## src/design/conv1d_pkg.sv

```systemverilog
// Shared types, constants and field widths of the 1-D convolution engine.
// No dependencies; every other design file refers to it by scoped names.
`default_nettype none
package conv1d_pkg;

  // Store dimensions
  localparam int MAX_IN_CH  = 16;
  localparam int MAX_OUT_CH = 16;
  localparam int MAX_IN_LEN = 256;
  localparam int MAX_KERNEL = 16;

  localparam int ICH_W  = (MAX_IN_CH  > 1) ? $clog2(MAX_IN_CH)  : 1;
  localparam int OCH_W  = (MAX_OUT_CH > 1) ? $clog2(MAX_OUT_CH) : 1;
  localparam int LEN_W  = (MAX_IN_LEN > 1) ? $clog2(MAX_IN_LEN) : 1;
  localparam int KER_W  = (MAX_KERNEL > 1) ? $clog2(MAX_KERNEL) : 1;
  localparam int SMP_AW = ICH_W + LEN_W;
  localparam int KRN_AW = OCH_W + ICH_W + KER_W;

  // Transaction field widths
  localparam int OPC_W  = 2;
  localparam int CHAN_W = 4;
  localparam int POS_W  = 10;
  localparam int VAL_W  = 16;
  localparam int ACC_W  = 40;
  localparam int STAT_W = 2;
  localparam int PROD_W = 2 * VAL_W;
  localparam int FRAC_W = 15;

  // Register widths
  localparam int CH_CFG_W  = 5;
  localparam int LEN_CFG_W = 9;
  localparam int KER_CFG_W = 5;
  localparam int PAD_CFG_W = 10;
  localparam int STR_CFG_W = 9;

  // Index arithmetic widths
  localparam int SPOS_W = POS_W + STR_CFG_W;   // position times stride
  localparam int N_W    = 12;                  // signed data index
  localparam int DIVS_W = 10;                  // divisor (length or reflect period)

  // APB
  localparam int PADDR_W = 5;
  localparam int PDATA_W = 32;

  typedef enum logic [OPC_W-1:0] {
    OP_SAMPLE  = 2'd0,
    OP_WEIGHT  = 2'd1,
    OP_BIAS    = 2'd2,
    OP_COMPUTE = 2'd3
  } opcode_e;

  typedef enum logic [STAT_W-1:0] {
    ST_OK      = 2'd0,
    ST_BAD_CFG = 2'd1,
    ST_BAD_POS = 2'd2
  } status_e;

  typedef enum logic [1:0] {
    PAD_ZERO = 2'd0,
    PAD_REPL = 2'd1,
    PAD_REFL = 2'd2,
    PAD_CIRC = 2'd3
  } pad_mode_e;

  typedef enum logic [2:0] {
    REG_IN_CH    = 3'd0,
    REG_OUT_CH   = 3'd1,
    REG_IN_LEN   = 3'd2,
    REG_KER_LEN  = 3'd3,
    REG_PAD      = 3'd4,
    REG_STRIDE   = 3'd5,
    REG_CEIL     = 3'd6,
    REG_PAD_MODE = 3'd7
  } reg_e;

  typedef struct packed {
    logic [CH_CFG_W-1:0]         in_channels;
    logic [CH_CFG_W-1:0]         out_channels;
    logic [LEN_CFG_W-1:0]        in_length;
    logic [KER_CFG_W-1:0]        kernel_length;
    logic signed [PAD_CFG_W-1:0] pad_amount;
    logic [STR_CFG_W-1:0]        stride;
    logic                        ceil_mode;
    pad_mode_e                   pad_mode;
  } cfg_t;

endpackage
`default_nettype wire

```

## src/design/conv1d_mod.sv

```systemverilog
// Restoring remainder unit, one dividend bit per cycle.
// Depends on conv1d_pkg for operand widths.
`default_nettype none
module conv1d_mod (
  input  logic                            clk_i,
  input  logic                            rst_ni,
  input  logic                            start_i,
  input  logic [conv1d_pkg::N_W-1:0]      dividend_i,
  input  logic [conv1d_pkg::DIVS_W-1:0]   divisor_i,
  output logic                            done_o,
  output logic [conv1d_pkg::DIVS_W-1:0]   rem_o
);

  localparam int CNT_W = $clog2(conv1d_pkg::N_W);

  logic [conv1d_pkg::N_W-1:0]    dvd_q;
  logic [conv1d_pkg::DIVS_W-1:0] dvs_q, rem_q;
  logic [CNT_W-1:0]              cnt_q;
  logic                          busy_q, done_q;
  logic [conv1d_pkg::DIVS_W:0]   shifted;
  logic [conv1d_pkg::DIVS_W-1:0] rem_d;

  // Shift in next dividend bit, subtract when it fits
  always_comb begin
    shifted = {rem_q, dvd_q[conv1d_pkg::N_W-1]};
    if (shifted >= {1'b0, dvs_q}) begin
      rem_d = conv1d_pkg::DIVS_W'(shifted - {1'b0, dvs_q});
    end else begin
      rem_d = conv1d_pkg::DIVS_W'(shifted);
    end
  end

  always_ff @(posedge clk_i or negedge rst_ni) begin
    if (!rst_ni) begin
      busy_q <= 1'b0;
      done_q <= 1'b0;
      cnt_q  <= '0;
    end else begin
      done_q <= 1'b0;
      if (start_i) begin
        busy_q <= 1'b1;
        cnt_q  <= '0;
      end else if (busy_q) begin
        cnt_q <= cnt_q + CNT_W'(1);
        if (cnt_q == CNT_W'(conv1d_pkg::N_W - 1)) begin
          busy_q <= 1'b0;
          done_q <= 1'b1;
        end
      end
    end
  end

  // Operand and remainder registers
  always_ff @(posedge clk_i) begin
    if (start_i) begin
      dvd_q <= dividend_i;
      dvs_q <= divisor_i;
      rem_q <= '0;
    end else if (busy_q) begin
      dvd_q <= {dvd_q[conv1d_pkg::N_W-2:0], 1'b0};
      rem_q <= rem_d;
    end
  end

  assign done_o = done_q;
  assign rem_o  = rem_q;

endmodule
`default_nettype wire

```

## config.mk

```make
export PLATFORM = sky130hd
export DESIGN_NAME = conv1d_mod
export DESIGN_NICKNAME = d
export VERILOG_FILES = /design/src/design/conv1d_pkg.sv /design/src/design/conv1d_mod.sv
export SDC_FILE = /design/constraint.sdc
export NUM_CORES = 1
export LEC_CHECK = 0
export ABC_CLOCK_PERIOD_IN_PS = 2000
export BUFFER_PORTS_ARGS = -buffer_cell sky130_fd_sc_hd__buf_2
export CAP_MARGIN = 20
export CORE_AREA = 2 2 79 81
export DETAILED_ROUTE_END_ITERATION = 10
export DIE_AREA = 0 0 81 83
export GPL_ROUTABILITY_DRIVEN = 0
export GPL_TIMING_DRIVEN = 0
export PLACE_DENSITY = 0.54
export SLEW_MARGIN = 5
export SYNTH_ARGS = -nofsm -noshare
export SYNTH_HDL_FRONTEND = slang
export SYNTH_SLANG_ARGS = --single-unit
```

## constraint.sdc

```tcl
create_clock -name clk_i -period 2 [get_ports clk_i]
set_clock_uncertainty 0.05 [all_clocks]
set_input_delay 0.2 -clock clk_i [delete_from_list [all_inputs] [get_ports clk_i]]
set_output_delay 0.2 -clock clk_i [all_outputs]
set_load 0.01 [all_outputs]
```

# After elaboration in Yosys (flattened, before gate mapping)
# Cells that the tools add are included.
op_classes:
  add_sub_neg: 2
  magnitude_cmp: 1
  eq_ne: 1
  muxes: 11
  reduce_logical: 1
ops:
  columns: ["cell", "count"]
  rows:
  - ["12-bit 2-to-1 mux", 2]
  - ["11-bit by 10-bit >= comparator with 1-bit output", 1]
  - ["10-bit 2-to-1 mux", 1]
  - ["10-bit subtractor", 1]
  - ["4-bit 2-to-1 mux", 2]
  - ["1-bit 2-to-1 mux", 6]
  - ["4-bit by 1-bit adder with 4-bit output, second input constant", 1]
  - ["4-bit == test, second input constant", 1]
  - ["2-bit nonzero test", 1]
word_totals:
  reg_bits: 38
  in_bits: 25
  out_inout_bits: 11
  word_cells: 22

# Longest topological paths before layout
logic_depth:
  ltp_word: 4
  ltp_mapped: 10
  ltp_nobuf: 10

# Worst setup path before layout
# No wires, ideal clock.
synth_path:
  kind: "register -> register"
  from: "register rem_q (netlist bit rem_o[0])"
  to: "register rem_q (netlist bit rem_o[0])"
  setup_time_ps: 86
  arrival_ps: 1941
  t_required_ps: 1864
  slack_ps: -77
  stages_incl_launch_ff: 8
  path_buffers: 0
  period_less_slack_ps: 2077
  cell_sequence: "dfxtp_1 > ha_1 > or2b_1 > a21oi_2 > o2111ai_2 > a21oi_2 > mux2_2 > a211oi_1"
synth_via:
  elab_chain_len: 2
synth_lines:
  columns: ["item", "line", "source"]
  rows:
  - ["start: declaration", "conv1d_mod.sv:17", "logic [conv1d_pkg::DIVS_W-1:0] dvs_q, rem_q;"]
  - ["start signal: assignment", "conv1d_mod.sv:61", "rem_q <= rem_d;"]
  - ["11-bit by 10-bit >= comparator with 1-bit output", "conv1d_mod.sv:26", "if (shifted >= {1'b0, dvs_q}) begin"]
  - ["10-bit 2-to-1 mux", "conv1d_mod.sv:26", null]
# No other way between the ends.
# A chain may end at the register's enable or synchronous reset.

# Worst setup path in the final report
layout_path:
  from: "register dvs_q[1] (netlist bit)"
  to: "register rem_q (netlist bit rem_o[2])"
layout_via:
  elab_chain_len: 2
  elab_cells_between_ends: 3
  classes_between: "1 x add/sub; 1 x order compare; 1 x mux"
layout_lines:
  columns: ["item", "line", "source"]
  rows:
  - ["start: declaration", "conv1d_mod.sv:17", null]
  - ["start signal: assignment", "conv1d_mod.sv:57", "dvs_q <= divisor_i;"]
  - ["10-bit subtractor or 11-bit by 10-bit >= comparator with 1-bit output (tied branches)", "conv1d_mod.sv:27, conv1d_mod.sv:26", null]
  - ["10-bit 2-to-1 mux *", "conv1d_mod.sv:26", null]
# Mark *: on every way between the ends. The rest lies on a longest branch, timed or not.

==> out/results.txt <==
DRC: 0
top cells by count, synth: edfxtp_1, nor2_1, inv_1, mux2_2, ha_1
CP startpoint kind: register
Placed Area: 2271 sq um
effective utilization at floorplan: 0.3404
clock sinks: 38
Post-Syn Area: 1979 sq um
reg2reg setup slack: -120 ps
fin nets: 264
Routed WL: 4095 um
r2r startpoint: dvs_q[1]$_DFFE_PP_
Longest Clk Path Bufs: 2
syn_area_per_cell: 11.38 sq um
most frequent cell after synthesis: edfxtp_1
Hold Vio Cnt, Final: 0
initial antenna violation count: 0
outcome: complete, but fails checks
VDD IR-drop max: 376.9 uV
PD cells: 1111 nW/um^2
CTS tree: done
Die X: 81 um
unrepaired setup endpoints after global routing: yes
die area: 6723 sq um
die extent in y: 83 um
share of layout cells above drive strength 1: 0.4123
IO Count: 36
placed cells: 284
Tot GR Track Use: 0.1305
failing checks: negative setup slack
Synth top area share: 0.3338
Clock transition at path regs: 80 ps
f_max: 0.4727 GHz
largest net degree at the start of global routing: 13
fin crit share: 1.058
first-pass iteration count of the detailed router: 4
clk root buf: clkbuf_8
number of global-route vias before repair: 1434
antenna fix cells: 0
ys flop type: edfxtp_1
WP data arrival: 2250 ps
Synthesis Warnings: 0
worst-margin pin slew: 541.9 ps
area grow syn2layout: 28.32%
post-synth cell types: 40
Req. time, crit path: 2130 ps
Total Power: 2.821 mW
crit-path cells: inv_2, ha_4, or2b_1, a21oi_2, o2111ai_2, a21oi_4, buf_4, buf_6, mux2i_1, o21ai_1
worst min-delay path category: input pin to register
antenna-violating nets left: 0
vias per cell: 4.789
Final WS setup: -115.4 ps
sequential area share after synthesis: 0.5107
crit-path max FO: 5
initial DRC count: 44
core area: 5816 sq um
fraction of synthesized area in multiplexers: 0.1037
worst rel slew slack: 0.6387
Synth Area in Adders: 0.07965
worst setup path start: dvs_q[1]$_DFFE_PP_
CP endpoint kind: register
main combinational cell family by area after synthesis: compound AO/OA/AOI/OAI gates
clk_lat worst skew: 290 ps
via count: 1451
WS Path Type: register to register
first-pass GRT wire length: 6741 um
number of I/O port buffers: 35
Static Leakage: 1.076 nW
Final Critical Period: 2115 ps
final instance area: 2540 sq um
FF+latch count, synth: 38
Synth area leaders: edfxtp_1, dfxtp_1, dfrtp_1
Synthesized Nets: 211
CP max stage cell: edfxtp_1
maximum capacitance violations: 0
Buf+Inv Stages, Crit Path: 3
grt total ovfl: 0
CTS HTree Levels: 2
CTS buffer count: 5
hold path start: divisor_i[9]
Max Transition Viols Final: 0
Compound-Gate Fraction of Synth Area: 0.1157
setup violators final: 10
EDFF count, synth: 22
critical path's largest stage delay: 350 ps
setup TNS: -931.0 ps
average routed wire per standard cell: 13.51 um
Finished Layout Cells: 303
dpl hpwl: 2866 um
Yosys top cell by area: edfxtp_1
crit-path leading delay family: compound AO/OA/AOI/OAI gates
Synth async-reset ratio: 0.1579
# rows: 28
Post-Synth XOR/XNOR Area: 0.03540
pre-CTS setup slack: -430.1 ps
cell count after synthesis: 174
simple logic cell fraction of the synthesized area: 0.1150
==> layout by cell type (no fill, tap or decap), types with 3 or more instances in the layout <==
| cell | Yosys | layout |
|---|---|---|
| nand2_1 | 8 | 6 |
| edfxtp_1 | 22 | 22 |
| a211oi_1 | 8 | 6 |
| ha_4 | 0 | 5 |
| xnor2_1 | 4 | 4 |
| clkbuf_8 | 0 | 5 |
| ha_1 | 11 | 5 |
| nor2_1 | 18 | 18 |
| buf_4 | 0 | 9 |
| buf_2 | 0 | 36 |
| a21oi_1 | 8 | 7 |
| nand2b_1 | 3 | 3 |
| mux2_2 | 12 | 11 |
| inv_1 | 13 | 9 |
| inv_2 | 0 | 4 |
| clkbuf_1 | 4 | 3 |
| xor2_1 | 4 | 4 |
| dfrtp_1 | 6 | 6 |
| dfxtp_1 | 10 | 8 |
| mux2i_1 | 7 | 7 |
==> worst paths after layout <==
check	endpoint	cells after the start
setup / recovery	rem_o[2]$_SDFFE_PP0P_	10
hold / removal	dvs_q[9]$_DFFE_PP_	1
setup reg to reg	rem_o[2]$_SDFFE_PP0P_	10
hold reg to reg	rem_o[4]$_SDFFE_PP0P_	2
max in group asynchronous	cnt_q[0]$_DFFE_PN0P_	2
min in group asynchronous	cnt_q[3]$_DFFE_PN0P_	2
==> power by group <==
group	internal (mW)	switching, mW	total [mW]
clock	0.242	0.280	0.522
sequential	0.956	0.114	1.07
combinational	0.636	0.592	1.23
==> layer usage <==
layer,global-route usage,up-vias,routed length [um]
met5,0,-,0
met4,0.06163,0,65
met1,0.1819,678,2018
li1,-,737,-
met2,0.1863,32,1826
met3,0.03478,4,185
==> state kept, by name, summed over array words and instances (netlist names) <==
signal and count:
busy_q 1, cnt_q 4, dvd_q 12, rem_o 10, dvs_q 10, done_o 1
==> worst register-to-register path, stage by stage (launching register included) <==
cell	delay, ps
edfxtp_1	350
inv_2	50
ha_4	260
or2b_1	240
a21oi_2	190
o2111ai_2	170
a21oi_4	210
buf_4	150
buf_6	110
mux2i_1	180
o21ai_1	70
==> kinds of logic after synthesis <==
family                     Yosys count
and+or+nand+nor                     46
buffers and inverters               19
adders and majority gates           12
xor gates and xnor gates             8
muxes                               19
DFF                                 38
AOI/OAI and AO/OA                   32
==> cell type report <==
type                       instances  area (sq um)
buffer                             6         33.78
multi-input combinational        117          1003
sequential                        38          1013
tap                               75         93.84
timing repair buffer              46         264.0
clock inverter                     2         10.01
fill                             579          3276
clock buffer                       6         72.57
inverter                          13         48.80
==> metrics by stage <==
| step | utilization | hold slack, ps |
|---|---|---|
| 2_1_floorplan | - | -145.6 |
| 3_3_place_gp | 0.3905 | -17.95 |
| 3_5_place_dp | 0.3905 | -21.04 |
| 4_1_cts | 0.4284 | 17.46 |
| 5_1_grt | 0.4367 | 12.68 |
| 6_report | 0.4367 | 28.16 |
==> what timing repair did <==
item	4_1_cts	5_1_grt
gates cloned	0	1
hold buffers	1	0
pin swaps	8	5
setup buffers	6	3
gates resized for setup	20	9
endpoints found under the setup margin	22	22
endpoints found under the hold margin	6	0
No activity file was read; power rests on OpenSTA's default activity.
