File: config.mk
export PLATFORM = sky130hd
export DESIGN_NAME = conv1d_mac
export DESIGN_NICKNAME = d
export VERILOG_FILES = /design/src/design/conv1d_pkg.sv /design/src/design/conv1d_mac.sv
export SDC_FILE = /design/constraint.sdc
export NUM_CORES = 1
export LEC_CHECK = 0
export BUFFER_PORTS_ARGS = -buffer_cell sky130_fd_sc_hd__buf_2
export CELL_PAD_IN_SITES_DETAIL_PLACEMENT = 1
export CELL_PAD_IN_SITES_GLOBAL_PLACEMENT = 2
export CORE_MARGIN = 2
export CORE_UTILIZATION = 43
export CTS_BUF_LIST = sky130_fd_sc_hd__clkbuf_8
export DETAILED_ROUTE_END_ITERATION = 7
export PLACE_DENSITY_LB_ADDON = 0.1
export SLEW_MARGIN = 25
export SYNTH_ARGS = -nofsm -noshare
export SYNTH_HDL_FRONTEND = slang
export SYNTH_SLANG_ARGS = --single-unit
File: constraint.sdc
create_clock -name clk_i -period 9.7 [get_ports clk_i]
set_clock_uncertainty 0.2 [all_clocks]
set_input_delay 0.485 -clock clk_i [delete_from_list [all_inputs] [get_ports clk_i]]
set_output_delay 0.485 -clock clk_i [all_outputs]
set_load 0.005 [all_outputs]
File: src/design/conv1d_pkg.sv
// Shared types, constants and field widths of the 1-D convolution engine.
// No dependencies; every other design file refers to it by scoped names.
`default_nettype none
package conv1d_pkg;

  // Store dimensions
  localparam int MAX_IN_CH  = 16;
  localparam int MAX_OUT_CH = 16;
  localparam int MAX_IN_LEN = 256;
  localparam int MAX_KERNEL = 16;

  localparam int ICH_W  = (MAX_IN_CH  > 1) ? $clog2(MAX_IN_CH)  : 1;
  localparam int OCH_W  = (MAX_OUT_CH > 1) ? $clog2(MAX_OUT_CH) : 1;
  localparam int LEN_W  = (MAX_IN_LEN > 1) ? $clog2(MAX_IN_LEN) : 1;
  localparam int KER_W  = (MAX_KERNEL > 1) ? $clog2(MAX_KERNEL) : 1;
  localparam int SMP_AW = ICH_W + LEN_W;
  localparam int KRN_AW = OCH_W + ICH_W + KER_W;

  // Transaction field widths
  localparam int OPC_W  = 2;
  localparam int CHAN_W = 4;
  localparam int POS_W  = 10;
  localparam int VAL_W  = 16;
  localparam int ACC_W  = 40;
  localparam int STAT_W = 2;
  localparam int PROD_W = 2 * VAL_W;
  localparam int FRAC_W = 15;

  // Register widths
  localparam int CH_CFG_W  = 5;
  localparam int LEN_CFG_W = 9;
  localparam int KER_CFG_W = 5;
  localparam int PAD_CFG_W = 10;
  localparam int STR_CFG_W = 9;

  // Index arithmetic widths
  localparam int SPOS_W = POS_W + STR_CFG_W;   // position times stride
  localparam int N_W    = 12;                  // signed data index
  localparam int DIVS_W = 10;                  // divisor (length or reflect period)

  // APB
  localparam int PADDR_W = 5;
  localparam int PDATA_W = 32;

  typedef enum logic [OPC_W-1:0] {
    OP_SAMPLE  = 2'd0,
    OP_WEIGHT  = 2'd1,
    OP_BIAS    = 2'd2,
    OP_COMPUTE = 2'd3
  } opcode_e;

  typedef enum logic [STAT_W-1:0] {
    ST_OK      = 2'd0,
    ST_BAD_CFG = 2'd1,
    ST_BAD_POS = 2'd2
  } status_e;

  typedef enum logic [1:0] {
    PAD_ZERO = 2'd0,
    PAD_REPL = 2'd1,
    PAD_REFL = 2'd2,
    PAD_CIRC = 2'd3
  } pad_mode_e;

  typedef enum logic [2:0] {
    REG_IN_CH    = 3'd0,
    REG_OUT_CH   = 3'd1,
    REG_IN_LEN   = 3'd2,
    REG_KER_LEN  = 3'd3,
    REG_PAD      = 3'd4,
    REG_STRIDE   = 3'd5,
    REG_CEIL     = 3'd6,
    REG_PAD_MODE = 3'd7
  } reg_e;

  typedef struct packed {
    logic [CH_CFG_W-1:0]         in_channels;
    logic [CH_CFG_W-1:0]         out_channels;
    logic [LEN_CFG_W-1:0]        in_length;
    logic [KER_CFG_W-1:0]        kernel_length;
    logic signed [PAD_CFG_W-1:0] pad_amount;
    logic [STR_CFG_W-1:0]        stride;
    logic                        ceil_mode;
    pad_mode_e                   pad_mode;
  } cfg_t;

endpackage
`default_nettype wire

File: src/design/conv1d_mac.sv
// Shared multiply-accumulate unit: registered product, 40-bit saturating sum.
// Depends on conv1d_pkg for data widths.
`default_nettype none
module conv1d_mac (
  input  logic                                clk_i,
  input  logic                                rst_ni,
  input  logic                                clr_i,
  input  logic signed [conv1d_pkg::ACC_W-1:0] clr_val_i,
  input  logic                                v_i,
  input  logic signed [conv1d_pkg::VAL_W-1:0] x_i,
  input  logic signed [conv1d_pkg::VAL_W-1:0] w_i,
  output logic                                busy_o,
  output logic signed [conv1d_pkg::ACC_W-1:0] acc_o
);

  localparam logic signed [conv1d_pkg::ACC_W-1:0] ACC_MAX =
    {1'b0, {(conv1d_pkg::ACC_W-1){1'b1}}};
  localparam logic signed [conv1d_pkg::ACC_W-1:0] ACC_MIN =
    {1'b1, {(conv1d_pkg::ACC_W-1){1'b0}}};

  logic signed [conv1d_pkg::PROD_W-1:0] prod_q;
  logic                                 pv_q;
  logic signed [conv1d_pkg::ACC_W-1:0]  acc_q, sat;
  logic signed [conv1d_pkg::ACC_W:0]    sum;

  // Add with one guard bit, clamp on overflow
  always_comb begin
    sum = $signed({acc_q[conv1d_pkg::ACC_W-1], acc_q}) +
          (conv1d_pkg::ACC_W+1)'(prod_q);
    if (sum[conv1d_pkg::ACC_W] != sum[conv1d_pkg::ACC_W-1]) begin
      sat = sum[conv1d_pkg::ACC_W] ? ACC_MIN : ACC_MAX;
    end else begin
      sat = sum[conv1d_pkg::ACC_W-1:0];
    end
  end

  always_ff @(posedge clk_i) begin
    prod_q <= x_i * w_i;
  end

  always_ff @(posedge clk_i or negedge rst_ni) begin
    if (!rst_ni) begin
      pv_q  <= 1'b0;
      acc_q <= '0;
    end else begin
      pv_q <= v_i && !clr_i;
      if (clr_i) begin
        acc_q <= clr_val_i;
      end else if (pv_q) begin
        acc_q <= sat;
      end
    end
  end

  assign busy_o = pv_q;
  assign acc_o  = acc_q;

endmodule
`default_nettype wire

* Yosys cells after proc, flatten, opt, wreduce, memory -nomap -nowiden *
Index checks and enable logic that the tools add are counted.

word-level totals
  logic and storage cells = 13
  input port bits = 76
  output and inout bits = 41
  register bits = 73

cells by class
  reductions and logical operators = 3
  multiply operators = 1
  $add $sub $neg = 1
  muxes and demuxes = 4
  eq/ne operators = 1

operators with widths
  operator           number
  $mux 40            4
  $add 40x32->41     1
  $mul 16x16->32     1
  $reduce_bool 2->1  1
  $logic_and 1x1->1  1
  $logic_not 1->1    1
  $ne 1x1->1         1

* Depth between registers and ports, before layout *
  depth after elaboration = 5
  gate-level depth with buffers = 25
  depth with buffers taken out = 24

* Least setup slack after synthesis *
No wires, ideal clock.

  kind = input-to-reg
  start = input w_i[7] (netlist name)
  end = register prod_q[31] (netlist name)
  setup slack = 3422 ps
  stages on the path = 24
  arrival = 5957 ps
  buffers on the path = 1
  cell sequence = clkbuf_1 -> nand2_1 -> fa_1 -> inv_1 -> fa_1 -> inv_1 -> fa_1 -> inv_1 -> fa_1 -> fa_1 -> inv_1 -> fa_1 -> inv_1 -> ha_1 -> a21o_1 -> a211oi_1 -> a21oi_1 -> a311oi_1 -> o21ai_0 -> a221oi_1 -> o21ai_0 -> nand2b_1 -> a31o_2 -> xnor2_1

on the way
  word-level cells in the longest chain between the ends = 1

RTL lines
  element               line              RTL
  start, declared       conv1d_mac.sv:11  input logic signed [conv1d_pkg::VAL_W-1:0] w_i,
  $mul 16x16->32        conv1d_mac.sv:38  prod_q <= x_i * w_i;
  end signal, assigned  conv1d_mac.sv:38
  end, declared         conv1d_mac.sv:21  logic signed [conv1d_pkg::PROD_W-1:0] prod_q;

Every way passes these cells.
A chain may end at the register's enable or synchronous reset.

* Worst setup path in the final report *
  start = input x_i[7] (netlist name)
  end = register prod_q[31] (netlist name)

on the way
  word-level cells in the longest chain between the ends = 1

RTL lines
  element          line              RTL
  start, declared  conv1d_mac.sv:10  input logic signed [conv1d_pkg::VAL_W-1:0] x_i,
  $mul 16x16->32   conv1d_mac.sv:38

Every way passes these cells.

==> flow_metrics.env <==
export IMPL_async_flop_share=0.562
export IMPL_cp_cell_sequence="buf_2 -> nand2_1 -> fa_1 -> inv_1 -> fa_1 -> inv_1 -> fa_1 -> inv_1 -> fa_1 -> fa_1 -> inv_1 -> fa_1 -> inv_1 -> ha_1 -> a21o_1 -> a211oi_1 -> a21oi_1 -> a311oi_1 -> o21ai_0 -> a221oi_1 -> o21ai_0 -> nand2b_1 -> a31o_2 -> xnor2_1"
export IMPL_drv_cap=0
export IMPL_cp_start_kind="input pin"
export IMPL_cts_setup_buffers=0
export IMPL_wl_met2_microns=16800
export IMPL_fin_setup_tns_ns=0
export IMPL_yosys_warnings=0
export IMPL_grt_pass1_wl_microns=63700
export IMPL_synth_top_area_share=0.364
export IMPL_clk_path_buf_depth=2
export IMPL_postLayoutCellArea_sq_um=15500
export IMPL_fin_nets=2113
export IMPL_min_path_type="input pin to register"
export IMPL_area_growth_pct=7.43
export IMPL_yosys_area_top_type="fa_1"
export IMPL_outcome="finished, final reports clean"
export IMPL_die_y_microns=187
export IMPL_placed_cell_area_sq_um=15300
export IMPL_yosysSeqAreaShare=0.115
export IMPL_port_buffers=116
export IMPL_totalWireLength_microns=38100
export IMPL_slowest_stage="fa_1"
export IMPL_tightest_slew_ns=0.726
export IMPL_post_drt_wl_per_cell_microns=18.1
export IMPL_cpPeakStageDelay_ns=0.55
export IMPL_drc=0
export IMPL_num_io_pins=117
export IMPL_drtIter0Drc=328
export IMPL_synthFlopType="dfrtp_1"
export IMPL_dr_wl_met3_microns=1270
export IMPL_grt_max_degree=42
export IMPL_grt_usage=0.227
export IMPL_cts_resized=0
export IMPL_viasPerCell=5.10
export IMPL_max_clock_freq_mhz=154
export IMPL_cp_top_family="adder cells"
export IMPL_cp_common_cell="fa_1"
export IMPL_synth_cell_type_count=64
export IMPL_crit_buf_inv=6
export IMPL_antenna_found_initial=0
export IMPL_cts_buffers=9
export IMPL_gp_congestion=0.816
export IMPL_drtPass1Iterations=6
export IMPL_antenna_cells=0
export IMPL_cts_clk_slew_worst_paths_ns=0.09
export IMPL_grt_remaining_overflow=0
export IMPL_drive_above_1_share=0.114
export IMPL_drv_slew=0
export IMPL_rsz0062_at_grt="false"
export IMPL_synth_seq_cells=73
export IMPL_cts_root_buffer="clkbuf_8"
export IMPL_criticalPathCategory="input pin to register"
export IMPL_start_util=0.434
export IMPL_worstPathArrival_ns=6.55
export IMPL_synth_edf_count=0
export IMPL_syn_cell_area_sq_um=14500
export IMPL_worstPathRequired_ns=9.75
export IMPL_slew_headroom=0.511
export IMPL_cts_tree="done"
export IMPL_top_layer_used="met4"
export IMPL_avgSynthCellArea_sq_um=9.14
export IMPL_drtAntennaViolNets=0
export IMPL_synthCells=1583
export IMPL_vias=10700
export IMPL_dp_hpwl_microns=31900
export IMPL_grt_pass1_vias=11900
export IMPL_clkLatencyLatePin_ns=0.38
export IMPL_synth_fp_nets=2044
export IMPL_num_rows=67
export IMPL_synthTopCellsByArea="fa_1 36%, ha_1 11%, inv_1 7.5%, dfrtp_1 7.1%, and2_1 5.4%"
export IMPL_period_share=0.670
export IMPL_wl_met1_microns=19700
export IMPL_setup_violations=0
export IMPL_core_area_sq_um=33400
export IMPL_path_max_fanout=16
export IMPL_worstSetupEndpointType="register"
export IMPL_die_w_microns=187
export IMPL_die_area_sq_um=35100
export IMPL_htree_levels=3
export IMPL_finalHoldViolCount=0
export IMPL_fin_crit_ns=6.50
export IMPL_clkSinkCount=73
## logic make-up after synthesis
| family | Yosys count | share of synthesized area |
|---|---|---|
| buffers and inverters | 349 | 0.0964 |
| DFF | 73 | 0.115 |
| AOI/OAI and AO/OA | 274 | 0.125 |
| and+or+nand+nor | 434 | 0.152 |
| muxes | 2 | 0.00173 |
| xor gates and xnor gates | 66 | 0.0399 |
| adders and majority gates | 385 | 0.469 |
## cell type report
type                    count  area [sq um]
fillers                  4024         17800
multi-input cells        1161         11400
flip-flops and latches     73          1670
inverters                 288          1080
repair buffers            119           608
well taps                 448           561
clock buffers              10           138
clock inverters             6          82.6
## registers in the layout, summed over array words and instances, names as in the netlist
signal,flops
prod_q,32
acc_o,40
busy_o,1
## routing by layer
| metal | vias up | GRT usage |
|---|---|---|
| li1 | 5149 | - |
| met1 | 5403 | 0.342 |
| met2 | 174 | 0.361 |
| met3 | 17 | 0.0214 |
| met4 | 0 | 0.0357 |
| met5 | - | 0 |
## synthesized netlist by cell type, drive strengths merged (2+ instances only)
library cell,number
ha,122
o2111ai,2
a21oi,101
a311o,2
nand2,188
o21bai,8
nand4,13
nand3,14
xnor2,40
dfxtp,32
or3,3
and2,125
clkbuf,52
nor2b,8
a31o,3
o41ai,2
o22ai,40
and3,5
inv,288
a31oi,4
nor3,8
o31a,2
a311oi,4
a211oi,7
fa,263
xor2,26
a221oi,3
nor3b,4
nand4b,2
buf,9
o21a,9
a21o,32
dfrtp,41
nor4b,2
nand3b,3
nor2,39
and4,4
nand2b,14
o21ai,43
o211ai,5
## placed cells by master, fill, tap and decap left out, types with 10 or more instances in the layout
master,count
a21o_1,32
a21oi_1,69
a21oi_2,32
and2_1,125
buf_2,115
clkbuf_8,10
dfrtp_1,41
dfxtp_1,32
fa_1,263
ha_1,122
inv_1,289
nand2_1,175
nand2_2,13
nand2b_1,14
nand3_1,14
nand4_1,13
nor2_1,39
o21ai_0,38
o22ai_1,40
xnor2_1,40
xor2_1,26
## path summary, 6_finish.rpt
| kind | from | end | slack (ns) | depth (start not counted) |
|---|---|---|---|---|
| max reg2reg | acc_o[0] | acc_o[21] | 5.70 | 13 |
| min in group asynchronous | rst_ni | acc_o[20] | 0.45 | 2 |
| min | clr_val_i[39] | acc_o[39] | 0.11 | 3 |
| min reg2reg | acc_o[39] | acc_o[39] | 0.41 | 2 |
| max in group asynchronous | rst_ni | acc_o[6] | 8.45 | 2 |
| max | x_i[7] | prod_q[31] | 3.20 | 24 |
## worst reg2reg max path, delay by kind of cell, from the launching register on
family	cells	cell delay, ns
compound gates	8	1.91
fa+ha+maj	2	0.61
buf+inv	1	0.07
flops	1	0.39
mux	1	0.56
simple gates	1	0.20
## metrics by stage
step | hold WS, ns | cells | worst slack, ns | util
after floorplan | -0.0106 | 1583 | 3.42 | -
after global placement | 0.382 | 2088 | 2.81 | 0.459
after detailed placement | 0.394 | 2088 | 2.75 | 0.459
after CTS | 0.0798 | 2104 | 3.16 | 0.466
after global routing | 0.127 | 2105 | 2.83 | 0.466
final | 0.112 | 2105 | 3.20 | 0.466
## repair_timing
action                                  4_1_cts  5_1_grt
endpoints found under the setup margin        0        0
hold buffers                                  0        1
endpoints found under the hold margin         0       41
Power is left out: the tool's default activity adds up to more than one toggle a clock period on the data nets, which glitch-free logic cannot reach.
