File: src/design/conv1d_pkg.sv
// Shared types, constants and field widths of the 1-D convolution engine.
// No dependencies; every other design file refers to it by scoped names.
`default_nettype none
package conv1d_pkg;

  // Store dimensions
  localparam int MAX_IN_CH  = 16;
  localparam int MAX_OUT_CH = 16;
  localparam int MAX_IN_LEN = 256;
  localparam int MAX_KERNEL = 16;

  localparam int ICH_W  = (MAX_IN_CH  > 1) ? $clog2(MAX_IN_CH)  : 1;
  localparam int OCH_W  = (MAX_OUT_CH > 1) ? $clog2(MAX_OUT_CH) : 1;
  localparam int LEN_W  = (MAX_IN_LEN > 1) ? $clog2(MAX_IN_LEN) : 1;
  localparam int KER_W  = (MAX_KERNEL > 1) ? $clog2(MAX_KERNEL) : 1;
  localparam int SMP_AW = ICH_W + LEN_W;
  localparam int KRN_AW = OCH_W + ICH_W + KER_W;

  // Transaction field widths
  localparam int OPC_W  = 2;
  localparam int CHAN_W = 4;
  localparam int POS_W  = 10;
  localparam int VAL_W  = 16;
  localparam int ACC_W  = 40;
  localparam int STAT_W = 2;
  localparam int PROD_W = 2 * VAL_W;
  localparam int FRAC_W = 15;

  // Register widths
  localparam int CH_CFG_W  = 5;
  localparam int LEN_CFG_W = 9;
  localparam int KER_CFG_W = 5;
  localparam int PAD_CFG_W = 10;
  localparam int STR_CFG_W = 9;

  // Index arithmetic widths
  localparam int SPOS_W = POS_W + STR_CFG_W;   // position times stride
  localparam int N_W    = 12;                  // signed data index
  localparam int DIVS_W = 10;                  // divisor (length or reflect period)

  // APB
  localparam int PADDR_W = 5;
  localparam int PDATA_W = 32;

  typedef enum logic [OPC_W-1:0] {
    OP_SAMPLE  = 2'd0,
    OP_WEIGHT  = 2'd1,
    OP_BIAS    = 2'd2,
    OP_COMPUTE = 2'd3
  } opcode_e;

  typedef enum logic [STAT_W-1:0] {
    ST_OK      = 2'd0,
    ST_BAD_CFG = 2'd1,
    ST_BAD_POS = 2'd2
  } status_e;

  typedef enum logic [1:0] {
    PAD_ZERO = 2'd0,
    PAD_REPL = 2'd1,
    PAD_REFL = 2'd2,
    PAD_CIRC = 2'd3
  } pad_mode_e;

  typedef enum logic [2:0] {
    REG_IN_CH    = 3'd0,
    REG_OUT_CH   = 3'd1,
    REG_IN_LEN   = 3'd2,
    REG_KER_LEN  = 3'd3,
    REG_PAD      = 3'd4,
    REG_STRIDE   = 3'd5,
    REG_CEIL     = 3'd6,
    REG_PAD_MODE = 3'd7
  } reg_e;

  typedef struct packed {
    logic [CH_CFG_W-1:0]         in_channels;
    logic [CH_CFG_W-1:0]         out_channels;
    logic [LEN_CFG_W-1:0]        in_length;
    logic [KER_CFG_W-1:0]        kernel_length;
    logic signed [PAD_CFG_W-1:0] pad_amount;
    logic [STR_CFG_W-1:0]        stride;
    logic                        ceil_mode;
    pad_mode_e                   pad_mode;
  } cfg_t;

endpackage
`default_nettype wire

File: src/design/conv1d_cfg.sv
// Configuration register file behind an APB-style slave port.
// Depends on conv1d_pkg for register indexes and the cfg_t bundle.
`default_nettype none
module conv1d_cfg (
  input  logic                               clk_i,
  input  logic                               rst_ni,
  input  logic                               psel,
  input  logic                               penable,
  input  logic                               pwrite,
  input  logic [conv1d_pkg::PADDR_W-1:0]     paddr,
  input  logic [conv1d_pkg::PDATA_W-1:0]     pwdata,
  output logic [conv1d_pkg::PDATA_W-1:0]     prdata,
  output logic                               pready,
  output conv1d_pkg::cfg_t                   cfg_o
);

  conv1d_pkg::cfg_t cfg_q, cfg_d;
  conv1d_pkg::reg_e reg_idx;
  logic             wr_en;

  assign pready  = 1'b1;
  assign reg_idx = conv1d_pkg::reg_e'(paddr[conv1d_pkg::PADDR_W-1:2]);
  assign wr_en   = psel && penable && pwrite;
  assign cfg_o   = cfg_q;

  // Decode write transaction
  always_comb begin
    cfg_d = cfg_q;
    if (wr_en) begin
      unique case (reg_idx)
        conv1d_pkg::REG_IN_CH:    cfg_d.in_channels   = pwdata[conv1d_pkg::CH_CFG_W-1:0];
        conv1d_pkg::REG_OUT_CH:   cfg_d.out_channels  = pwdata[conv1d_pkg::CH_CFG_W-1:0];
        conv1d_pkg::REG_IN_LEN:   cfg_d.in_length     = pwdata[conv1d_pkg::LEN_CFG_W-1:0];
        conv1d_pkg::REG_KER_LEN:  cfg_d.kernel_length = pwdata[conv1d_pkg::KER_CFG_W-1:0];
        conv1d_pkg::REG_PAD:      cfg_d.pad_amount    = $signed(pwdata[conv1d_pkg::PAD_CFG_W-1:0]);
        conv1d_pkg::REG_STRIDE:   cfg_d.stride        = pwdata[conv1d_pkg::STR_CFG_W-1:0];
        conv1d_pkg::REG_CEIL:     cfg_d.ceil_mode     = pwdata[0];
        conv1d_pkg::REG_PAD_MODE: cfg_d.pad_mode      = conv1d_pkg::pad_mode_e'(pwdata[1:0]);
        default:                  cfg_d = cfg_q;
      endcase
    end
  end

  // Return register contents on read
  always_comb begin
    prdata = '0;
    unique case (reg_idx)
      conv1d_pkg::REG_IN_CH:    prdata = conv1d_pkg::PDATA_W'(cfg_q.in_channels);
      conv1d_pkg::REG_OUT_CH:   prdata = conv1d_pkg::PDATA_W'(cfg_q.out_channels);
      conv1d_pkg::REG_IN_LEN:   prdata = conv1d_pkg::PDATA_W'(cfg_q.in_length);
      conv1d_pkg::REG_KER_LEN:  prdata = conv1d_pkg::PDATA_W'(cfg_q.kernel_length);
      conv1d_pkg::REG_PAD:      prdata = conv1d_pkg::PDATA_W'($unsigned(cfg_q.pad_amount));
      conv1d_pkg::REG_STRIDE:   prdata = conv1d_pkg::PDATA_W'(cfg_q.stride);
      conv1d_pkg::REG_CEIL:     prdata = conv1d_pkg::PDATA_W'(cfg_q.ceil_mode);
      conv1d_pkg::REG_PAD_MODE: prdata = conv1d_pkg::PDATA_W'(cfg_q.pad_mode);
      default:                  prdata = '0;
    endcase
  end

  always_ff @(posedge clk_i or negedge rst_ni) begin
    if (!rst_ni) begin
      cfg_q.in_channels   <= conv1d_pkg::CH_CFG_W'(1);
      cfg_q.out_channels  <= conv1d_pkg::CH_CFG_W'(1);
      cfg_q.in_length     <= conv1d_pkg::LEN_CFG_W'(1);
      cfg_q.kernel_length <= conv1d_pkg::KER_CFG_W'(1);
      cfg_q.pad_amount    <= '0;
      cfg_q.stride        <= conv1d_pkg::STR_CFG_W'(1);
      cfg_q.ceil_mode     <= 1'b0;
      cfg_q.pad_mode      <= conv1d_pkg::PAD_ZERO;
    end else begin
      cfg_q <= cfg_d;
    end
  end

endmodule
`default_nettype wire

File: config.mk
export PLATFORM = sky130hd
export DESIGN_NAME = conv1d_cfg
export DESIGN_NICKNAME = d
export VERILOG_FILES = /design/src/design/conv1d_pkg.sv /design/src/design/conv1d_cfg.sv
export SDC_FILE = /design/constraint.sdc
export NUM_CORES = 1
export LEC_CHECK = 0
export BUFFER_PORTS_ARGS = -buffer_cell sky130_fd_sc_hd__buf_2
export CAP_MARGIN = 20
export CORE_MARGIN = 1
export CORE_UTILIZATION = 41
export DETAILED_ROUTE_END_ITERATION = 7
export HOLD_SLACK_MARGIN = 0.02
export PLACE_DENSITY = 0.76
export REMOVE_ABC_BUFFERS = 1
export SYNTH_ARGS = -nofsm -noshare
export SYNTH_HDL_FRONTEND = slang
export SYNTH_SLANG_ARGS = --single-unit
File: constraint.sdc
create_clock -name clk_i -period 1.1 [get_ports clk_i]
set_clock_uncertainty 0.05 [all_clocks]
set_input_delay 0.165 -clock clk_i [delete_from_list [all_inputs] [get_ports clk_i]]
set_output_delay 0.165 -clock clk_i [all_outputs]
set_load 0.005 [all_outputs]
### Word-level counts from Yosys, hierarchy flattened

Index checks and enable logic that the tools add are counted.

| storage, ports and cells | value |
|---|---|
| flip-flop bits (word level) | 46 |
| logic and storage cells | 27 |
| bits of input ports | 42 |
| output and inout bits | 79 |

| cells by class | value |
|---|---|
| muxes and demuxes | 1 |
| reduce and logical (&&, ||, !) cells | 11 |
| equal/unequal tests | 7 |

Operator list:

| cell | count |
|---|---|
| $pmux W32 S8 | 1 |
| $reduce_and A2 Y1 | 8 |
| $eq A3 B3 Y1 const B | 4 |
| $eq A3 B2 Y1 const B | 2 |
| $eq A3 B1 Y1 const B | 1 |
| $logic_not A3 Y1 | 1 |
| $logic_and A1 B1 Y1 | 2 |

### Longest topological paths before layout

Gate-level depths: netlist (run 1).

| logic depth | value |
|---|---|
| word-level depth | 3 |
| depth in mapped cells | 6 |
| mapped depth without buffers | 4 |

### Worst setup path before layout (run 1)

OpenSTA, ideal clock, no wires.

| timing | value |
|---|---|
| path type | input port to flip-flop |
| start point | input port paddr[3] in the netlist's numbering |
| end point | register cfg_q (netlist bit cfg_o[42]) |
| cell stages on the path | 5 |
| arrival | 1.275 ns |
| setup time | 0.125 ns |
| setup slack | -0.350 ns |
| path buffers | 2 |
| data required time | 0.925 ns |
| path through | buf_2 > nand4b_4 > or3_1 > buf_2 > mux2_4 |

| between the ends | value |
|---|---|
| longest elaborated chain between the ends | 2 |

RTL lines:

| element | RTL line | RTL |
|---|---|---|
| start, declared | conv1d_cfg.sv:10 | `input logic [conv1d_pkg::PADDR_W-1:0] paddr,` |
| $logic_not A3 Y1 | conv1d_cfg.sv:30 | `unique case (reg_idx)` |
| $reduce_and A2 Y1 (no source line) | n/a |  |
| end signal, assigned | conv1d_cfg.sv:71 | `cfg_q <= cfg_d;` |
| end, declared | conv1d_cfg.sv:17 | `conv1d_pkg::cfg_t cfg_q, cfg_d;` |

Every way passes these cells.
A chain may end at the register's enable or synchronous reset.

### Worst setup path in the final report (run 1)

| timing | value |
|---|---|
| start point | register cfg_q (netlist bit cfg_o[27]) |
| end point | output port prdata[0] in the netlist's numbering |

| between the ends | value |
|---|---|
| longest elaborated chain between the ends | 1 |

RTL lines:

| element | RTL line | RTL |
|---|---|---|
| $pmux W32 S8 | conv1d_cfg.sv:47 | `unique case (reg_idx)` |
| end, declared | conv1d_cfg.sv:12 | `output logic [conv1d_pkg::PDATA_W-1:0] prdata,` |

Every way passes these cells. The select of a mux whose other input is x is not followed.

==> results.toml, run 1 <==
[run_status]
status = "complete, but fails checks"
failing_checks = "negative setup slack"

[power_and_ir_drop]
leakagePower_nw = 1.969
vdd.ir_drop.worst_mv = 0.7370
power_per_cell_area_nw_per_um2 = 1442

[routing]
drt_first_iter_violations = 124
post_drt_via_cell_ratio = 5.126
drt-pass1-iter-count = 4
wl_per_cell_um = 16.85
vias = 2153
drc_errors = 0
antenna_violating_nets_post_route = 0
drt_wl_total_um = 7079

[cts]
clockRootBuffer = "clkbuf_8"
tritoncts_num_sinks = 46
cts_tree = "yes"
htreeDepth = 2
insertion_delay_ns = 0.29
worst_setup_hold_path_clk_slew_ns = 0.08
cts_inserted_buffers = 5
clock_tree_buffer_depth = 2

[floorplan]
die_width_um = 78.51
die_area_um2 = 6163
floorplan.die.height_um = 78.51
floorplan.io_pins = 121
start_util_pct = 43.05
rows = 27
coreArea_um2 = 5574

[timing]
fin_tns_setup_ns = -4.947
grt_setup_unrepaired = "true"
post-route-min-period_ns = 1.638
fmaxAchievable_ghz = 0.6106
worst_hold_slack_ns = 0.05811
final_critical_path_setup_slack_ns = -0.5377
min_period_over_period_pct = 148.9
setup_viol = 46
final_hold_viol_count = 0
finalMaxSlewViolations = 0

[yosys]
synth_fa_ha_area_share_pct = 0
avgSynthCellArea_um2 = 11.82
synth_simple_gate_area_share_pct = 11.47
synth_edf_count = 0
ys_seq_elements = 46
netlist_area_um2 = 2400
post_synth_num_cell_types = 33
combinational_family_with_the_most_area_after_synthesis = "multiplexers"
yosys-mux-area-fraction_pct = 24.82
syn_inst = 203
synth_flop_cell = "dfrtp_1"
synth_seq_area_share_pct = 48.23
xor_xnor_share_of_the_synthesized_area_pct = 0
async_flop_share_pct = 100.0
synth_compound_area_share_pct = 6.257
yosysWarningCount = 0

[finish]
insertedDiodeCount = 0
drive_gt1_share_pct = 62.64
num-nets-final = 389
area_growth_pct = 63.19
largest_register_ff_count = 46

[place]
gpl.final_weighted_congestion = 0.8084
portBuffers = 73
dpl.hpwl_um = 4409

[grt]
gr-total-overflow = 0
gr-usage-met3_pct = 3.488
grt_start_max_net_pins = 26
globalRoute.busiestLayer = "met2"
grt_antenna_before_repair = 0
groute.layer.met2.usage_pct = 38.61
met1_usage_grt_pct = 25.43
grt_first_pass_wirelength_um = 9991
first_global_vias = 2086
track_usage_pct = 21.50

[worst_setup_path]
critPathArrivalTime_ns = 1.42
cp_max_fo = 2
timing_worst_setup_path_type = "reg2out"
critical_path_required_ns = 0.88
critPathLaunchType = "flip-flop"
worst_setup_path_end_kind = "output pin"

[hold_path]
worst_hold_path_type = "in2reg"

[job]
max_cap_viol_count = 0
## Yosys cell counts (all sizes together) (4+ instances only)
library cell,count,area (um2)
a22o,4,35.03
o21ai,9,45.04
nand2b,7,43.79
a21oi,5,25.02
nand2,8,30.03
nor2,12,55.06
mux2i,7,70.07
mux2,45,525.5
dfstp,5,131.4
nor2b,4,25.02
nor3,6,41.29
dfrtp,41,1026
buf,31,210.2
## per-stage QoR
step | instance area (um2) | utilization (%) | total power [mW] | cells | setup slack [ns]
global placement | 3174 | 56.95 | 3.731 | 393 | -0.3807
finish | 3916 | 70.26 | 5.646 | 420 | -0.5377
floorplan | 2268 | - | 2.842 | 193 | -0.1998
detailed placement | 3174 | 56.95 | 3.780 | 393 | -0.3937
global route | 3916 | 70.26 | 5.916 | 420 | -0.5955
CTS | 3686 | 66.13 | 5.351 | 411 | -0.4488
## layout make-up
type                       instances  area, um2
clock buffer                       6      72.57
multi-input combinational        146       1239
inverter                           1      3.754
fill                             369       1658
tap                               72      90.09
clock inverter                     2      10.01
timing repair buffer             147       1344
sequential                        46       1157
## power by group
part | leakage [nW] | internal [mW] | switching, mW
Sequential | 0.575 | 2.05 | 0.265
Clock | 0.0450 | 0.441 | 0.555
Combinational | 1.35 | 1.56 | 0.778
## cells in the final DEF (no fill, tap or decap), types with 3 or more instances in the layout
master and n:
buf_6 76, nor3_1 5, buf_4 32, buf_2 34, nand2b_1 6, conb_1 23, a21oi_1 4, dfrtp_1 41
mux2i_1 7, dfstp_2 5, clkbuf_8 5, nand2_1 8, a22o_1 4, nor2_1 7, buf_12 3, mux2_2 20
nor2b_1 4, mux2_4 25, nor2_4 3, o21ai_1 7
## timing repair
item / in CTS / in global routing
hold buffers: 1 / 0
setup endpoints to repair: 55 / 73
pin swaps: 8 / 8
setup buffers: 16 / 23
resized for setup: 79 / 53
hold endpoints to repair: 46 / 0
## critical path, cell delays in order (launching register included)
cell	delay [ns]
dfstp_2	0.54
nand2b_1	0.13
a22oi_1	0.12
a31oi_2	0.20
buf_2	0.15
## final timing paths
path,slack [ns],to,start,cells past startpoint
min reg2reg,0.48,cfg_o[21],cfg_o[21],1
max,-0.54,prdata[0],cfg_o[27],4
max reg2reg,0.01,cfg_o[36],cfg_o[36],4
min in group asynchronous,0.32,cfg_o[7],rst_ni,3
max in group asynchronous,0.43,cfg_o[3],rst_ni,3
min,0.06,cfg_o[21],pwdata[9],2
## kinds of logic (layout without fill, tap and decap cells)
family	Yosys count	in the layout
AOI/OAI and AO/OA	24	24
buffers and inverters	32	156
DFF	46	46
muxes	52	52
other	2	23
and+or+nand+nor	47	47
## metal layers
layer  wire length, um  up-vias
li1                  -      955
met1              2791     1089
met2              3788       93
met3               351       16
met4               148        0
met5                 0        -
Note: power is estimated with default switching activity, not from simulation.
==> run 2: changes to the inputs <==
ABC_AREA = 1   (was not set)
CORE_UTILIZATION = 49   (was 41)
PLACE_DENSITY = 0.85   (was 0.76)
clock period = 2.1 ns   (was 1.1 ns; I/O delays follow)
==> run 2 against run 1 <==
Net effect:
- the flow now finishes without violations
- global-route usage grew 1.1 points
- synthesized cell count grew 42%
- clock-buffer cell count is the same
- combinational power shrank 76%
- via count shrank 0.84%
- non-clock buffer count shrank 67
- highest routed layer unchanged
==> results.toml, run 2 <==
[run_status]
status = "complete, no violations"

[yosys]
synth_edf_count = 0
ys_seq_elements = 46
avgSynthCellArea_um2 = 8.386
post_synth_num_cell_types = 30
netlist.top_cell.by_area = "dfrtp_1"
yosysWarningCount = 0
synthMostInstantiatedCell = "nand2_1"
yosys-top-cells-area = "dfrtp_1 42%, nand2_1 11%, buf_4 7.1%"
synth.cells.most_frequent = "71 x nand2_1, 41 x dfrtp_1, 23 x buf_4"
async_flop_share_pct = 100.0
synth_seq_area_share_pct = 47.75
syn_inst = 289
synth_top_cell_area_share_pct = 42.33
netlist_area_um2 = 2424
synth_flop_cell = "dfrtp_1"

[grt]
track_usage_pct = 22.58
first_global_vias = 1894
grt_antenna_before_repair = 0
gr-total-overflow = 0
grt_start_max_net_pins = 27
grt_first_pass_wirelength_um = 8949

[cts]
clockRootBuffer = "clkbuf_8"
cts_tree = "yes"
clock_tree_buffer_depth = 2
worst_setup_hold_path_clk_slew_ns = 0.09
htreeDepth = 2
cts_inserted_buffers = 5
insertion_delay_ns = 0.30
cts_hold_buffers = 1
tritoncts_num_sinks = 46
ctsResizeCount = 0
cts_setup_buffers = 0

[routing]
wl_per_cell_um = 12.72
vias = 2135
post_drt_via_cell_ratio = 4.954
drc_errors = 0
drt_first_iter_violations = 133
wirelength_met1_um = 2396
routed-wl-met2_um = 2596
drt-pass1-iter-count = 4
wl_met3_um = 383
antenna_violating_nets_post_route = 0
drt_wl_total_um = 5481
highest-signal-layer = "met4"

[floorplan]
floorplan.die.height_um = 72.33
die_width_um = 72.33
coreArea_um2 = 4755
rows = 25
die_area_um2 = 5232
start_util_pct = 50.97
floorplan.io_pins = 121

[place]
dpl-instance-area_um2 = 2754
dpl.hpwl_um = 4091
portBuffers = 73
pre_cts_slack_ns = 0.3075
gpl.final_weighted_congestion = 0.9170

[power_and_ir_drop]
p_total_mw = 2.297
leakagePower_nw = 1.545
clkPwrFrac_pct = 22.7
comb_power_share_pct = 24.7
switching_share_pct = 31.64
power.sequential.fraction_pct = 52.6
vdd.ir_drop.worst_mv = 0.4014
total_switching_power_mw = 0.7267
intPower_mw = 1.570
power_per_cell_area_nw_per_um2 = 806.9

[finish]
num-nets-final = 405
insertedDiodeCount = 0
ff_latch_area_um2 = 1157
mostFrequentLayoutCells = "73 x buf_2, 71 x nand2_1, 41 x dfrtp_1, 23 x conb_1, 22 x inv_1"
multiInputGateArea_um2 = 991.0
largest_register_ff_count = 46
drive_gt1_share_pct = 30.77
area_growth_pct = 17.45
layout_commonest_cell = "buf_2"
nFillCells = 464
postLayoutCellArea_um2 = 2846

[timing]
post-route-min-period_ns = 1.738
setup_viol = 0
finalMaxSlewViolations = 0
min_period_over_period_pct = 82.78
fmaxAchievable_ghz = 0.5752
slew_at_the_pin_closest_to_its_max_slew_limit_ns = 0.5519
fin_tns_setup_ns = 0
final_hold_viol_count = 0
worst_slew_margin_rel_pct = 63.21
grt_setup_unrepaired = "false"
worst_hold_slack_ns = 0.1864
final_critical_path_setup_slack_ns = 0.3616

[job]
max_cap_viol_count = 0

[worst_setup_path]
cp_max_fo = 9
critical_path_required_ns = 1.74
ff2ff_setup_slack_ns = 1.23
critPathArrivalTime_ns = 1.37
worst-r2r-cell-count = 2
timing_worst_setup_path_type = "in2out"
critPathLaunchType = "input pin"
worst_setup_path_end_kind = "output pin"

[hold_path]
worst_hold_path_type = "in2reg"
worst_hold_path.num_cells = 3
[run 2: changes by cell type in the layout (fill, tap and decap cells not counted), moves of 13 or more]
cell / delta
buf_2: +39
buf_4: -27
buf_6: -76
inv_1: +21
mux2_2: -20
mux2_4: -25
nand2_1: +63
nand4_1: +16
nor2_1: +13
o21ai_0: +14
[run 2: area by class of cell]
cell class,count,share of cell area (%)
clock buffer,6,2.549
clock inverter,2,0.3516
inverter,26,3.473
multi-input combinational,204,34.81
sequential,46,40.66
tap,67,2.945
timing repair buffer,80,15.21
[run 2: routing by layer]
layer,vias up,GRT usage [%]
met5,-,0
met4,0,8.715
met3,10,5.000
met2,87,35.83
met1,993,30.31
li1,1045,-
[run 2: logic make-up after synthesis]
| logic type | share of synthesized area [%] |
|---|---|
| simple gates | 25.40 |
| buf+inv | 14.61 |
| compound gates | 11.93 |
| flops | 47.75 |
| other cells | 0.3099 |
[run 2: final timing paths]
kind                            startpoint         to
max in group asynchronous           rst_ni  cfg_o[16]
worst min register to register   cfg_o[36]  cfg_o[36]
worst max register to register    cfg_o[3]   cfg_o[3]
worst max-delay path              paddr[4]  prdata[8]
worst min-delay path             pwdata[8]  cfg_o[11]
min in group asynchronous           rst_ni  cfg_o[13]
[run 2: power by group through the flow]
| stage | Combinational, mW | Clock, mW | Sequential [mW] |
|---|---|---|---|
| 2_1_floorplan | 0.246 | 0 | 1.22 |
| 4_1_cts | 0.576 | 0.533 | 1.21 |
| 3_3_place_gp | 0.549 | 0 | 1.22 |
| 3_5_place_dp | 0.573 | 0 | 1.22 |
| 5_1_grt | 0.650 | 0.565 | 1.23 |
| 6_report | 0.568 | 0.520 | 1.21 |
[run 2: per-stage QoR]
step	cells	utilization, %
final	431	59.87
after global routing	431	59.87
after CTS	431	59.87
after detailed placement	422	57.92
after global placement	422	57.92
after floorplan	276	-
[run 2: critical path, stage by stage]
cell      delay [ns]
buf_2           0.19
buf_4           0.21
nand3_1         0.27
o211ai_1        0.25
buf_2           0.14
